**config.mk**
```make
export PLATFORM = sky130hd
export DESIGN_NAME = three_channel_phase_difference_meter
export DESIGN_NICKNAME = d
export VERILOG_FILES = /design/src/design/tcpdm_pkg.sv /design/src/design/three_channel_phase_difference_meter.sv
export SDC_FILE = /design/constraint.sdc
export NUM_CORES = 1
export LEC_CHECK = 0
export ABC_AREA = 1
export BUFFER_PORTS_ARGS = -buffer_cell sky130_fd_sc_hd__buf_4
export CAP_MARGIN = 20
export CORE_MARGIN = 4
export CORE_UTILIZATION = 40
export DETAILED_ROUTE_END_ITERATION = 7
export GPL_TIMING_DRIVEN = 0
export HOLD_SLACK_MARGIN = 0.05
export PLACE_DENSITY = 0.68
export SLEW_MARGIN = 5
export SYNTH_ARGS = -nofsm -noshare
export SYNTH_HDL_FRONTEND = slang
export SYNTH_SLANG_ARGS = --single-unit
```
**constraint.sdc**
```tcl
create_clock -name aclk -period 8.55 [get_ports aclk]
set_input_delay 0.855 -clock aclk [delete_from_list [all_inputs] [get_ports aclk]]
set_output_delay 0.855 -clock aclk [all_outputs]
set_load 0.03 [all_outputs]
```
**src/design/tcpdm_pkg.sv**
```systemverilog
// package for the three channel phase difference meter: widths, codes and reset values
`timescale 1ns / 1ps
package tcpdm_pkg;

    // field and register widths
    localparam int unsigned MAX_W      = 12;
    localparam int unsigned CNT_W      = 13;
    localparam int unsigned DUTY_W     = 8;
    localparam int unsigned PINS_W     = 6;
    localparam int unsigned APB_AW     = 3;
    localparam int unsigned APB_DW     = 32;

    // defaults
    localparam int unsigned CHANNELS_DEF  = 3;
    localparam int unsigned REPORTED      = 3;
    localparam logic [MAX_W-1:0] MAX_COUNT_RST = 12'd495;

    // register indexes (word address bit above the byte offset)
    localparam logic REG_MAX_COUNT = 1'b0;

    // input action codes
    localparam logic ACT_TICK   = 1'b0;
    localparam logic ACT_SAMPLE = 1'b1;

    // per channel measurement modes
    localparam logic [1:0] MODE_START = 2'd0;
    localparam logic [1:0] MODE_WAIT  = 2'd1;
    localparam logic [1:0] MODE_PLUS  = 2'd2;
    localparam logic [1:0] MODE_MINUS = 2'd3;

    // pin patterns of one channel
    localparam logic [1:0] PINS_NONE = 2'd0;
    localparam logic [1:0] PINS_LOW  = 2'd1;
    localparam logic [1:0] PINS_HIGH = 2'd2;
    localparam logic [1:0] PINS_BOTH = 2'd3;

    // duty codes
    localparam logic [DUTY_W-1:0] DUTY_ZERO = 8'd127;
    localparam logic [DUTY_W-1:0] DUTY_MIN  = 8'd0;
    localparam logic [DUTY_W-1:0] DUTY_MAX  = 8'd255;

endpackage

```
**src/design/three_channel_phase_difference_meter.sv**
```systemverilog
// top level of the three channel phase difference meter
`timescale 1ns / 1ps
// Phase difference meter for up to CHANNELS pin pairs, three of them reported.
// Input channel (s_valid/s_ready): one beat is either a timer tick (s_action 0)
// or a sample of the six pin levels (s_action 1, s_pins).
// Result channel (m_valid/m_ready): one beat per input beat carrying the duty
// and the latched signed tick difference of channels A, B and C.
// max_count is written over the APB port at byte address 0; the user must write
// it only while idle; the block itself does not enforce this.
// Each channel goes through the update state, followed by the shared restoring
// divider when its duty is recomputed and does not saturate, and the result
// register is loaded at the end. s_ready is low while an item is being worked
// on, so no new beat is taken before the previous one has left the sequencer.
// The result register sits between the sides: a new beat is accepted while
// the previous result still waits, and if the receiver stalls the next result
// holds in the sequencer until the register frees up.
// Reset (aresetn low, synchronous) puts all channels in START with zero counts,
// duty 127, max_count 495, and empties the result register.
module three_channel_phase_difference_meter #(
    parameter int unsigned CHANNELS = tcpdm_pkg::CHANNELS_DEF
) (
    input  logic                                   aclk,
    input  logic                                   aresetn,
    // apb configuration port
    input  logic                                   psel,
    input  logic                                   penable,
    input  logic                                   pwrite,
    input  logic [tcpdm_pkg::APB_AW-1:0]           paddr,
    input  logic [tcpdm_pkg::APB_DW-1:0]           pwdata,
    output logic [tcpdm_pkg::APB_DW-1:0]           prdata,
    output logic                                   pready,
    // input beats
    input  logic                                   s_valid,
    output logic                                   s_ready,
    input  logic                                   s_action,
    input  logic [tcpdm_pkg::PINS_W-1:0]           s_pins,
    // result beats
    output logic                                   m_valid,
    input  logic                                   m_ready,
    output logic [tcpdm_pkg::DUTY_W-1:0]           m_duty_a,
    output logic [tcpdm_pkg::DUTY_W-1:0]           m_duty_b,
    output logic [tcpdm_pkg::DUTY_W-1:0]           m_duty_c,
    output logic signed [tcpdm_pkg::CNT_W-1:0]     m_diff_a,
    output logic signed [tcpdm_pkg::CNT_W-1:0]     m_diff_b,
    output logic signed [tcpdm_pkg::CNT_W-1:0]     m_diff_c
);
    import tcpdm_pkg::*;

    localparam int unsigned CH_W = (CHANNELS > 1) ? $clog2(CHANNELS) : 1;
    localparam logic [CH_W-1:0] LAST_CH = CH_W'(CHANNELS - 1);

    // sequencer states
    localparam logic [1:0] ST_IDLE = 2'd0;
    localparam logic [1:0] ST_UPD  = 2'd1;
    localparam logic [1:0] ST_DIV  = 2'd2;
    localparam logic [1:0] ST_DONE = 2'd3;

    // clamp a count to plus or minus the limit
    function automatic logic signed [CNT_W-1:0] clamp_cnt(
        input logic signed [CNT_W:0] v,
        input logic [MAX_W-1:0]      lim
    );
        logic signed [CNT_W:0] hi;
        logic signed [CNT_W:0] lo;
        logic signed [CNT_W:0] r;
        begin
            hi = signed'({2'b00, lim});
            lo = -hi;
            if (v > hi) begin
                r = hi;
            end else if (v < lo) begin
                r = lo;
            end else begin
                r = v;
            end
            return r[CNT_W-1:0];
        end
    endfunction

    // configuration
    logic [MAX_W-1:0] max_reg;

    // per channel state
    logic [1:0]              mode_reg    [CHANNELS];
    logic [1:0]              prev_reg    [CHANNELS];
    logic signed [CNT_W-1:0] count_reg   [CHANNELS];
    logic signed [CNT_W-1:0] latched_reg [CHANNELS];
    logic [DUTY_W-1:0]       duty_reg    [CHANNELS];

    // sequencer and divider
    logic [1:0]        state_reg, state_next;
    logic [CH_W-1:0]   ch_reg, ch_next;
    logic              action_reg;
    logic [PINS_W-1:0] pins_reg;
    logic [CNT_W-1:0]  rem_reg, rem_next;
    logic [DUTY_W-1:0] quo_reg, quo_next;
    logic [2:0]        step_reg, step_next;

    // result register
    logic                    m_valid_reg;
    logic [DUTY_W-1:0]       duty_out_reg [REPORTED];
    logic signed [CNT_W-1:0] diff_out_reg [REPORTED];
    logic [DUTY_W-1:0]       res_duty [REPORTED];
    logic signed [CNT_W-1:0] res_diff [REPORTED];

    // apb port
    logic cfg_wr;
    assign pready = 1'b1;
    assign cfg_wr = psel && penable && pwrite && (paddr[2] == REG_MAX_COUNT);
    assign prdata = (paddr[2] == REG_MAX_COUNT) ? {{(APB_DW-MAX_W){1'b0}}, max_reg}
                                                : '0;

    always_ff @(posedge aclk) begin
        if (!aresetn) begin
            max_reg <= MAX_COUNT_RST;
        end else if (cfg_wr) begin
            max_reg <= pwdata[MAX_W-1:0];
        end
    end

    // pin pair of the channel under work; channels beyond C see zero
    logic [3:0] ch_ext;
    logic [1:0] chan_pins;
    assign ch_ext = 4'(ch_reg);
    always_comb begin
        case (ch_ext)
            4'd0:    chan_pins = pins_reg[1:0];
            4'd1:    chan_pins = pins_reg[3:2];
            4'd2:    chan_pins = pins_reg[5:4];
            default: chan_pins = PINS_NONE;
        endcase
    end

    // channel update for a tick or a pin sample
    logic [1:0]              cur_mode, new_mode, new_prev;
    logic signed [CNT_W-1:0] cur_count, new_count, new_latched, cur_latched;
    logic signed [CNT_W:0]   count_wide;
    always_comb begin
        cur_mode    = mode_reg[ch_reg];
        cur_count   = count_reg[ch_reg];
        cur_latched = latched_reg[ch_reg];
        count_wide  = {cur_count[CNT_W-1], cur_count};
        new_mode    = cur_mode;
        new_prev    = prev_reg[ch_reg];
        new_count   = cur_count;
        new_latched = cur_latched;
        if (action_reg == ACT_TICK) begin
            if (cur_mode == MODE_PLUS) begin
                new_count = clamp_cnt(count_wide + 14'sd1, max_reg);
            end else if (cur_mode == MODE_MINUS) begin
                new_count = clamp_cnt(count_wide - 14'sd1, max_reg);
            end
        end else if (cur_mode == MODE_START) begin
            if (chan_pins == PINS_NONE) begin
                new_mode = MODE_WAIT;
                new_prev = PINS_NONE;
            end
        end else if (chan_pins != prev_reg[ch_reg]) begin
            new_prev = chan_pins;
            if (cur_mode == MODE_WAIT) begin
                new_count   = '0;
                new_latched = '0;
                case (chan_pins)
                    PINS_LOW:  new_mode = MODE_MINUS;
                    PINS_HIGH: new_mode = MODE_PLUS;
                    default:   new_mode = MODE_START;
                endcase
            end else begin
                new_mode = MODE_START;
                if (chan_pins == PINS_BOTH) begin
                    new_count   = clamp_cnt(count_wide, max_reg);
                    new_latched = new_count;
                end else begin
                    new_count   = '0;
                    new_latched = '0;
                end
            end
        end
    end

    // duty numerator and divisor
    logic signed [CNT_W:0] duty_num;
    logic [CNT_W-1:0]      den;
    logic                  duty_due;
    assign duty_num = {new_latched[CNT_W-1], new_latched} + signed'({2'b00, max_reg});
    assign den      = {max_reg, 1'b0};
    assign duty_due = (new_mode == MODE_START) || (new_mode == MODE_WAIT);

    // one restoring divider step
    logic [CNT_W:0] rem_dbl;
    logic           rem_fits;
    assign rem_dbl  = {rem_reg, 1'b0};
    assign rem_fits = rem_dbl >= {1'b0, den};

    // sequencer
    logic              ch_write;
    logic              duty_write;
    logic [DUTY_W-1:0] duty_wdata;
    logic              out_load;
    always_comb begin
        state_next = state_reg;
        ch_next    = ch_reg;
        rem_next   = rem_reg;
        quo_next   = quo_reg;
        step_next  = step_reg;
        ch_write   = 1'b0;
        duty_write = 1'b0;
        duty_wdata = DUTY_ZERO;
        out_load   = 1'b0;
        case (state_reg)
            ST_IDLE: begin
                if (s_valid) begin
                    state_next = ST_UPD;
                    ch_next    = '0;
                end
            end
            ST_UPD: begin
                ch_write = 1'b1;
                if (duty_due && (max_reg != '0) && (duty_num > 14'sd0)
                        && !(new_latched >= signed'({1'b0, max_reg}))) begin
                    // quotient below 256: run the divider
                    rem_next   = duty_num[CNT_W-1:0];
                    quo_next   = '0;
                    step_next  = '0;
                    state_next = ST_DIV;
                end else begin
                    if (duty_due) begin
                        duty_write = 1'b1;
                        if (max_reg == '0) begin
                            duty_wdata = DUTY_ZERO;
                        end else if (duty_num <= 14'sd0) begin
                            duty_wdata = DUTY_MIN;
                        end else begin
                            duty_wdata = DUTY_MAX;
                        end
                    end
                    if (ch_reg == LAST_CH) begin
                        state_next = ST_DONE;
                    end else begin
                        ch_next = ch_reg + 1'b1;
                    end
                end
            end
            ST_DIV: begin
                rem_next  = rem_fits ? CNT_W'(rem_dbl - {1'b0, den}) : rem_dbl[CNT_W-1:0];
                quo_next  = {quo_reg[DUTY_W-2:0], rem_fits};
                step_next = step_reg + 3'd1;
                if (step_reg == 3'd7) begin
                    duty_write = 1'b1;
                    duty_wdata = quo_next;
                    if (ch_reg == LAST_CH) begin
                        state_next = ST_DONE;
                    end else begin
                        ch_next    = ch_reg + 1'b1;
                        state_next = ST_UPD;
                    end
                end
            end
            ST_DONE: begin
                if (!m_valid_reg || m_ready) begin
                    out_load   = 1'b1;
                    state_next = ST_IDLE;
                end
            end
            default: begin
                state_next = ST_IDLE;
            end
        endcase
    end

    assign s_ready = (state_reg == ST_IDLE);

    always_ff @(posedge aclk) begin
        if (!aresetn) begin
            state_reg <= ST_IDLE;
            ch_reg    <= '0;
        end else begin
            state_reg <= state_next;
            ch_reg    <= ch_next;
        end
    end

    // captured beat and divider datapath
    always_ff @(posedge aclk) begin
        if (s_valid && s_ready) begin
            action_reg <= s_action;
            pins_reg   <= s_pins;
        end
        rem_reg  <= rem_next;
        quo_reg  <= quo_next;
        step_reg <= step_next;
    end

    // channel state storage
    always_ff @(posedge aclk) begin
        if (!aresetn) begin
            for (int i = 0; i < CHANNELS; i++) begin
                mode_reg[i]    <= MODE_START;
                prev_reg[i]    <= PINS_NONE;
                count_reg[i]   <= '0;
                latched_reg[i] <= '0;
                duty_reg[i]    <= DUTY_ZERO;
            end
        end else begin
            if (ch_write) begin
                mode_reg[ch_reg]    <= new_mode;
                prev_reg[ch_reg]    <= new_prev;
                count_reg[ch_reg]   <= new_count;
                latched_reg[ch_reg] <= new_latched;
            end
            if (duty_write) begin
                duty_reg[ch_reg] <= duty_wdata;
            end
        end
    end

    // reported channels; missing ones read as idle
    for (genvar g = 0; g < REPORTED; g++) begin : g_report
        if (g < CHANNELS) begin : g_real
            assign res_duty[g] = duty_reg[g];
            assign res_diff[g] = latched_reg[g];
        end else begin : g_none
            assign res_duty[g] = DUTY_ZERO;
            assign res_diff[g] = '0;
        end
    end

    // result register
    always_ff @(posedge aclk) begin
        if (!aresetn) begin
            m_valid_reg <= 1'b0;
        end else if (out_load) begin
            m_valid_reg <= 1'b1;
        end else if (m_ready) begin
            m_valid_reg <= 1'b0;
        end
    end

    always_ff @(posedge aclk) begin
        if (out_load) begin
            for (int i = 0; i < REPORTED; i++) begin
                duty_out_reg[i] <= res_duty[i];
                diff_out_reg[i] <= res_diff[i];
            end
        end
    end

    assign m_valid  = m_valid_reg;
    assign m_duty_a = duty_out_reg[0];
    assign m_duty_b = duty_out_reg[1];
    assign m_duty_c = duty_out_reg[2];
    assign m_diff_a = diff_out_reg[0];
    assign m_diff_b = diff_out_reg[1];
    assign m_diff_c = diff_out_reg[2];

`ifndef SYNTHESIS
    // no second beat is taken right after one is accepted
    a_busy_after_accept: assert property (@(posedge aclk) disable iff (!aresetn)
        (s_valid && s_ready) |=> !s_ready)
        else $error("input accepted while a beat is in work");

    // divider remainder stays below the divisor
    a_rem_below_den: assert property (@(posedge aclk) disable iff (!aresetn)
        (state_reg == ST_DIV) |-> (rem_reg < den))
        else $error("divider remainder out of range");

    // the channel pointer never passes the last channel while working
    a_ch_in_range: assert property (@(posedge aclk) disable iff (!aresetn)
        ((state_reg == ST_UPD) || (state_reg == ST_DIV)) |-> (ch_reg <= LAST_CH))
        else $error("channel pointer out of range");

    // a result is loaded only when the result register is free or drains
    a_no_overwrite: assert property (@(posedge aclk) disable iff (!aresetn)
        (state_reg == ST_DONE && m_valid_reg && !m_ready) |=> (state_reg == ST_DONE))
        else $error("result register overwritten while stalled");
`endif

endmodule

```
==> results of run 1 <==
==> final timing paths <==
check,startpoint,to,slack [ns],cells after the start
worst max-delay path,max_reg[1]$_SDFFE_PN1P_,duty_reg[2][0]$_SDFFCE_PN1P_,0.41,40
worst min-delay path,duty_reg[1][7]$_SDFFCE_PN0P_,duty_out_reg[0][15]$_DFFE_PP_,0.42,0
worst max register to register,max_reg[1]$_SDFFE_PN1P_,duty_reg[2][0]$_SDFFCE_PN1P_,0.41,40
worst min register to register,duty_reg[1][7]$_SDFFCE_PN0P_,duty_out_reg[0][15]$_DFFE_PP_,0.42,0
==> Yosys cell counts (4+ instances only) <==
cell        n
o21ai_0   122
clkinv_1    4
nor2_4      6
xnor2_1     5
a21oi_1   116
nand2_1   383
o211ai_1   27
buf_6       7
o211ai_2    4
nand3_1   110
ha_1      112
dfxtp_1    19
inv_4       4
nor3_1     12
nor2_2      5
buf_4      26
nand2_2    23
inv_1     152
nor2_1    175
xor2_1     34
nand3_2    23
or2_2       4
o22ai_1     9
o221ai_1   19
o21bai_1    8
o21ai_1     9
inv_2      24
clkbuf_1   38
nand2_4    10
a211oi_1    4
edfxtp_1  237
buf_2       5
nand4_1    15
==> power groups by stage <==
stage	Clock, mW	Sequential (mW)	Combinational, mW
6_report	1.15	1.71	4.03
5_1_grt	1.22	1.72	4.40
4_1_cts	1.17	1.71	3.91
3_5_place_dp	0	1.73	3.88
3_3_place_gp	0	1.74	3.80
2_1_floorplan	0	1.74	2.67
==> stage by stage <==
step	std cells	total power, mW
final	2485	6.90
after global routing	2485	7.34
after CTS	2481	6.79
after detailed placement	2435	5.62
after global placement	2432	5.54
after floorplan	1811	4.41
==> cells by family (layout without fill, tap and decap cells) <==
family,count (synthesis),after routing
XOR/XNOR,39,39
other,2,21
AO/OA/AOI/OAI,342,342
AND/OR/NAND/NOR,776,776
adder cells (fa/ha/maj),114,114
flip-flops,256,256
buffers and inverters,263,419
==> layer usage <==
layer / vias up / global-route usage [%] / share of wire (%)
li1: 6446 / - / -
met2: 655 / 34.0 / 44
met3: 104 / 4.35 / 10
met5: - / 0 / 0
met4: 0 / 7.00 / 3.0
met1: 6382 / 31.5 / 43
==> repair_timing <==
action	CTS	global route
setup endpoints to repair	1	76
buffers inserted	0	4
gates resized for setup	2	9
==> area by class of cell <==
class,instances,area (um^2),area share (%)
Inverter,186,718,3.88
Buffer,77,457,2.47
Clock inverter,15,190,1.03
Clock buffer,31,669,3.62
Multi-Input combinational cell,1292,7450,40.3
Sequential cell,256,7500,40.5
Timing Repair Buffer,110,866,4.68
Tap cell,518,648,3.50
==> results.cfg, run 1 <==
[run_status]
run_status = finished, final reports clean

[global_route]
grt_pass1_wl_mm = 75.4
grt_pass1_vias = 12900
grt_overflow = 0
grt_start_max_net_pins = 38
antenna_found_initial = 0
grt_usage_pct = 22.1

[synth]
ys_warn_count = 0
synth-async-reset-ratio_pct = 0
ys_seq_area_share_pct = 46.9
synth_flop_cell = edfxtp_1
synth-compound-area-share_pct = 12.7
synth.avg_cell_area_um2 = 8.92
synth_edf_count = 237
synth_fa_ha_area_share_pct = 9.02
synth_area_mm2 = 0.0160
synth_top_family_by_area = simple AND/OR/NAND/NOR gates
synth.area.mux_share_pct = 0
synthSimpleGateAreaFrac_pct = 21.9
yosys.area.top_type_share_pct = 44.5
ys_types = 63
yosys.area.top_type = edfxtp_1
ys_ff_latch = 256
synth_cells = 1792
synth_area_leaders = edfxtp_1 (45%), nand2_1 (9.0%), ha_1 (8.8%), nor2_1 (4.1%), o21ai_0 (3.8%)
yosys.area_share.xor_xnor_pct = 2.14

[clock_network]
clockBufferDepth = 3
cts-root-buf = clkbuf_16
hold_buffers = 0
cts.htree.levels = 1
clkSlewWorstSetupHoldPaths_ns = 0.06
clock_sinks = 256
cts_tree = yes
cts_buffers = 26
insertion_delay_ns = 0.55

[floorplan]
fp.dieW_um = 208
num_io_pins = 147
die_h_um = 208
dieArea_mm2 = 0.0432
start_util_pct = 40.9
coreArea_mm2 = 0.0391
row_count = 72

[sta]
maxSlewViolCount = 0
setup_slack_ns = 0.406
worst_pin_slew_ns = 0.887
tns_ns = 0
post-route-period-util_pct = 95.3
finalSetupViolCount = 0
fin_crit_ns = 8.14
hold_violations = 0
timing.hold.ws_ns = 0.419
max-slew-margin-rel_pct = 40.3
skew_ns = 0.0188
fmax_mhz = 123

[finish]
fillCellCount = 3707
final_cell_mix = nand2_1 (380), edfxtp_1 (237), nor2_1 (172)
finalInstanceArea_mm2 = 0.0185
antenna_cells = 0
drive_above_1_share_pct = 16.0
nNetsFinal = 2112
mostFrequentLayoutCell = nand2_1
fin_util_pct = 47.3
syn_to_final_growth_pct = 15.8

[power]
switchingPower_mw = 3.41
power_density_mw_per_mm2 = 373
power_leakage_nw = 7.75
sw_frac_of_total_pct = 49.4
ir_drop_v = 0.000210
combPwrFrac_pct = 58.4
p_int_mw = 3.49
clkPwrFrac_pct = 16.7
seqPwrFrac_pct = 24.8

[worst_setup_path]
path_class = flip-flop to flip-flop
cp_max_fo = 10
end_kind = flip-flop
cp.required_ns = 8.83
cpMostUsedCell = nand2_1
critPathTopFamily = simple AND/OR/NAND/NOR gates
crit_path_start_kind = flip-flop
cp_num_buf_inv = 5
crit_slowest_cell = dfxtp_1
crit_arrival_ns = 8.42
cpPeakStageDelay_ns = 0.68

[placed_design]
gp_congestion = 0.970
io_buffer_count = 103
pre_cts_ws_ns = 0.00685
dp_hpwl_mm = 37.1
post_dp_cell_area_mm2 = 0.0176

[drt]
wl_per_cell_um = 20.0
route.detailed.drc = 0
ant_nets = 0
via_per_inst = 5.47
vias = 13600
dr.pass1.iters = 7
drtIter0Drc = 1576
wirelength_mm = 49.8

[worst_hold_path]
hold_class = flip-flop to flip-flop

[flow_run]
maxCapViolations = 0
(Power assumes the default switching activity.)
==> run 2: changes to the inputs <==
--- a/config.mk
+++ b/config.mk
@@ -5,16 +5,15 @@
 export SDC_FILE = /design/constraint.sdc
 export NUM_CORES = 1
 export LEC_CHECK = 0
-export ABC_AREA = 1
 export BUFFER_PORTS_ARGS = -buffer_cell sky130_fd_sc_hd__buf_4
 export CAP_MARGIN = 20
 export CORE_MARGIN = 4
 export CORE_UTILIZATION = 40
 export DETAILED_ROUTE_END_ITERATION = 7
-export GPL_TIMING_DRIVEN = 0
 export HOLD_SLACK_MARGIN = 0.05
 export PLACE_DENSITY = 0.68
 export SLEW_MARGIN = 5
 export SYNTH_ARGS = -nofsm -noshare
 export SYNTH_HDL_FRONTEND = slang
 export SYNTH_SLANG_ARGS = --single-unit
+export TNS_END_PERCENT = 100
==> results.cfg, run 2 <==
[run_status]
run_status = finished, final reports clean

[clock_network]
cts_tree = yes
clockBufferDepth = 3
cts_buffers = 27
ctsResizeCount = 0
insertion_delay_ns = 0.56
cts.htree.levels = 1
hold_buffers = 0
clock_sinks = 256
cts-root-buf = clkbuf_16
post_cts_buffers = 0
clkSlewWorstSetupHoldPaths_ns = 0.06

[floorplan]
start_util_pct = 40.9
coreArea_mm2 = 0.0390
dieArea_mm2 = 0.0432
row_count = 72
die_h_um = 208
num_io_pins = 147
fp.dieW_um = 208

[flow_run]
maxCapViolations = 0

[drt]
via_per_inst = 5.81
ant_nets = 0
drtIter0Drc = 1668
dr.pass1.iters = 6
wl_per_cell_um = 21.9
wirelength_mm = 47.1
vias = 12500
route.detailed.drc = 0

[worst_hold_path]
hold_class = flip-flop to flip-flop
hold_depth = 0

[synth]
netlist_top_cells_count = edfxtp_1 (237), nor2_1 (138), nand2_1 (134), ha_1 (112), inv_1 (81)
ys_seq_area_share_pct = 47.0
synth_area_leaders = edfxtp_1 (45%), ha_1 (8.8%), mux4_2 (4.1%), nor2_1 (3.2%), nand2_1 (3.2%)
ys_types = 99
synth_flop_cell = edfxtp_1
ys_ff_latch = 256
synth_cells = 1488
yosys.area.top_type = edfxtp_1
synth_edf_count = 237
synth_area_mm2 = 0.0160
synth.avg_cell_area_um2 = 10.7
yosysMostFrequentCell = edfxtp_1
yosys.area.top_type_share_pct = 44.6
synth-async-reset-ratio_pct = 0
ys_warn_count = 0

[finish]
mostFrequentLayoutCell = edfxtp_1
syn_to_final_growth_pct = 15.2
drive_above_1_share_pct = 17.2
fillCellCount = 3547
multi_input_area_mm2 = 0.00780
antenna_cells = 0
final_cells = 2149
final_cell_mix = edfxtp_1 (237), buf_4 (160), nor2_1 (137)
register_area_mm2 = 0.00750
fin_util_pct = 47.2
nNetsFinal = 1773

[placed_design]
gp_congestion = 0.971
dp_hpwl_mm = 34.9
dp_cells = 2099
io_buffer_count = 103

[sta]
finalSetupViolCount = 0
skew_ns = 0.0225
hold_violations = 0
fmax_mhz = 126
post-route-period-util_pct = 93.2
timing.hold.ws_ns = 0.420
tns_ns = 0
worst_pin_slew_ns = 1.00
maxSlewViolCount = 0
rsz0062_at_grt = no
max-slew-margin-rel_pct = 32.6
fin_crit_ns = 7.97

[global_route]
antenna_found_initial = 0
grt_pass1_wl_mm = 71.4
grt_usage_pct = 20.8
grt_pass1_vias = 12000
grt_overflow = 0
grt_start_max_net_pins = 42

[worst_setup_path]
cp.required_ns = 8.83
path_class = flip-flop to flip-flop
cpPeakStageDelay_ns = 0.62
crit_arrival_ns = 8.25
crit_path_start_kind = flip-flop
cp_max_fo = 9
reg2regPathDepth = 30
end_kind = flip-flop
crit_slowest_cell = or3b_2

[power]
power_density_mw_per_mm2 = 329
fin_total_pwr_mw = 6.04
ir_drop_v = 0.000165
power_leakage_nw = 6.99
-- run 2: kinds of logic after synthesis --
kind of cell    synth area share (%)
mux                             6.76
flops                           47.0
simple gates                    15.5
other cells                   0.0471
compound gates                  14.3
fa+ha+maj                       9.23
xor+xnor                        2.47
buf+inv                         4.75
-- run 2: through the flow --
stage                     instance area, um^2  setup slack [ns]
after floorplan                         16000             0.716
after global placement                  17500             0.725
after detailed placement                17500             0.646
after CTS                               18400             0.603
after global routing                    18400           0.00877
final                                   18400             0.583
-- run 2: area by class of cell --
cell class                 count  area share, %
sequential                   256           40.8
inverter                      84           1.71
timing repair buffer         161           6.59
clock inverter                19           1.23
multi-input combinational   1080           42.4
clock buffer                  31           3.75
tap                          518           3.52
-- run 2: final timing paths --
| kind | from | end | slack, ns |
|---|---|---|---|
| worst max-delay path | max_reg[0]$_SDFFE_PN1P_ | duty_reg[1][3]$_SDFFCE_PN1P_ | 0.58 |
| worst min-delay path | duty_reg[1][6]$_SDFFCE_PN1P_ | duty_out_reg[0][14]$_DFFE_PP_ | 0.42 |
| worst max register to register | max_reg[0]$_SDFFE_PN1P_ | duty_reg[1][3]$_SDFFCE_PN1P_ | 0.58 |
| worst min register to register | duty_reg[1][6]$_SDFFCE_PN1P_ | duty_out_reg[0][14]$_DFFE_PP_ | 0.42 |
-- run 2: report_power, final --
group | total [mW] | switching [mW] | internal [mW]
logic | 3.15 | 2.01 | 1.13
registers | 1.70 | 0.0797 | 1.62
clock network | 1.20 | 0.492 | 0.708
-- run 2: metal layers --
layer  part of all wire (%)  vias up  track usage [%]
met5                      0        -                0
met4                    2.9        0             6.34
met3                    9.8       89             4.28
met2                     44      619             31.2
met1                     43     6040             30.6
li1                       -     5744                -
-- run 2: critical path, delay by kind of cell (launching register included) --
| family | cells | cell delay [ns] |
|---|---|---|
| DFF | 1 | 0.39 |
| adders and majority gates | 4 | 1.20 |
| and+or+nand+nor | 12 | 3.53 |
| xor gates and xnor gates | 1 | 0.19 |
| muxes | 1 | 0.15 |
| AOI/OAI and AO/OA | 10 | 2.10 |
| buffers and inverters | 2 | 0.16 |
==> run 3: changes to the inputs <==
--- a/config.mk
+++ b/config.mk
@@ -5,13 +5,14 @@
 export SDC_FILE = /design/constraint.sdc
 export NUM_CORES = 1
 export LEC_CHECK = 0
-export BUFFER_PORTS_ARGS = -buffer_cell sky130_fd_sc_hd__buf_4
 export CAP_MARGIN = 20
 export CORE_MARGIN = 4
 export CORE_UTILIZATION = 40
 export DETAILED_ROUTE_END_ITERATION = 7
+export DONT_BUFFER_PORTS = 1
 export HOLD_SLACK_MARGIN = 0.05
-export PLACE_DENSITY = 0.68
+export PLACE_DENSITY = 0.65
+export SKIP_CTS_REPAIR_TIMING = 1
 export SLEW_MARGIN = 5
 export SYNTH_ARGS = -nofsm -noshare
 export SYNTH_HDL_FRONTEND = slang
==> results.cfg, run 3 (synthesized netlist as in run 2, its figures left out) <==
[run_status]
run_status = finished, final reports clean

[finish]
final_cell_mix = edfxtp_1 (237), nor2_1 (137), nand2_1 (134)
antenna_cells = 0
mostFrequentLayoutCell = edfxtp_1
drive_above_1_share_pct = 11.7
nNetsFinal = 1668
syn_to_final_growth_pct = 10.1

[power]
power_density_mw_per_mm2 = 340
seqPwrFrac_pct = 29.2
combPwrFrac_pct = 51.7
sw_frac_of_total_pct = 43.5
clkPwrFrac_pct = 19.2
p_int_mw = 3.37
ir_drop_v = 0.000169
power_leakage_nw = 6.49
switchingPower_mw = 2.59

[worst_setup_path]
cp.required_ns = 8.80
crit_arrival_ns = 8.17
crit_slowest_cell = or3b_2
end_kind = flip-flop
crit_path_start_kind = flip-flop
path_class = flip-flop to flip-flop
cpPeakStageDelay_ns = 0.58
cp_max_fo = 9

[global_route]
grt_usage_pct = 21.0
grt_pass1_vias = 11500
antenna_found_initial = 0
grt_start_max_net_pins = 40
grt_pass1_wl_mm = 71.3
grt_overflow = 0

[sta]
maxSlewViolCount = 0
max-slew-margin-rel_pct = 38.5
tns_ns = 0
rsz0062_at_grt = no
worst_pin_slew_ns = 0.919
setup_slack_ns = 0.637
fmax_mhz = 126
post-route-period-util_pct = 92.6
skew_ns = 0.0104
fin_crit_ns = 7.91
finalSetupViolCount = 0
hold_violations = 0

[drt]
via_per_inst = 5.88
ant_nets = 0
route.detailed.drc = 0
wirelength_mm = 47.3
dr.pass1.iters = 6
vias = 12000
wl_per_cell_um = 23.1
drtIter0Drc = 1400

[clock_network]
cts_tree = yes
clkSlewWorstSetupHoldPaths_ns = 0.06
clockBufferDepth = 3
insertion_delay_ns = 0.55
clock_sinks = 256
cts-root-buf = clkbuf_16
cts.htree.levels = 1
cts_buffers = 27

[floorplan]
die_h_um = 208
dieArea_mm2 = 0.0432
coreArea_mm2 = 0.0390
num_io_pins = 147
fp.dieW_um = 208
start_util_pct = 40.9
row_count = 72

[placed_design]
gp_congestion = 1.02
io_buffer_count = 0
pre_cts_ws_ns = 0.684
dp_hpwl_mm = 35.2

[flow_run]
maxCapViolations = 0

[worst_hold_path]
hold_class = primary input to flip-flop
run 3: area by class of cell:
class                      count  area [um^2]
fill                        3563        21400
multi-input combinational   1080         7810
inverter                      84          315
clock buffer                  29          683
timing repair buffer          56          420
sequential                   256         7500
clock inverter                21          195
tap                          518          648
run 3: metrics by stage:
| stage | area (um^2) | util [%] | power, mW | instances | hold WS [ns] |
|---|---|---|---|---|---|
| after detailed placement | 16700 | 42.8 | 4.75 | 1994 | 0.405 |
| final | 17600 | 45.0 | 5.97 | 2044 | 0.399 |
| after global placement | 16700 | 42.7 | 4.70 | 1993 | 0.409 |
| after floorplan | 16000 | - | 3.89 | 1507 | 0.400 |
| after global routing | 17600 | 45.0 | 6.32 | 2044 | 0.372 |
| after CTS | 17600 | 45.0 | 5.92 | 2044 | 0.377 |
run 3: critical path: cells and delay by family (launching register included):
kind                     cells  cell delay (ns)
AO/OA/AOI/OAI               12             2.27
XOR/XNOR                     1             0.17
adder cells (fa/ha/maj)      3             0.96
buffers and inverters        3             0.58
flip-flops                   1             0.46
AND/OR/NAND/NOR             11             3.15
run 3: path summary, 6_finish.rpt:
check,start,cells after the start,to,slack (ns)
worst min-delay path,s_pins[3],0,pins_reg[3]$_DFFE_PP_,0.40
worst min register to register,duty_reg[0][3]$_SDFFCE_PN1P_,0,duty_out_reg[0][3]$_DFFE_PP_,0.42
worst max-delay path,max_reg[1]$_SDFFE_PN1P_,30,duty_reg[1][2]$_SDFFCE_PN1P_,0.64
worst max register to register,max_reg[1]$_SDFFE_PN1P_,30,duty_reg[1][2]$_SDFFCE_PN1P_,0.64
run 3: metal layers:
metal | GRT usage [%] | wire, um | vias up
li1 | - | - | 5537
met1 | 31.5 | 21400 | 5819
met2 | 31.3 | 20500 | 574
met3 | 3.97 | 4110 | 80
met4 | 5.66 | 1260 | 0
met5 | 0 | 0 | -
run 3: power groups by stage:
| stage | clock [mW] | combinational, mW | sequential [mW] |
|---|---|---|---|
| 5_1_grt | 1.23 | 3.34 | 1.76 |
| 6_report | 1.14 | 3.08 | 1.74 |
| 3_5_place_dp | 0 | 2.99 | 1.77 |
| 3_3_place_gp | 0 | 2.94 | 1.76 |
| 4_1_cts | 1.17 | 3.01 | 1.74 |
| 2_1_floorplan | 0 | 2.16 | 1.73 |
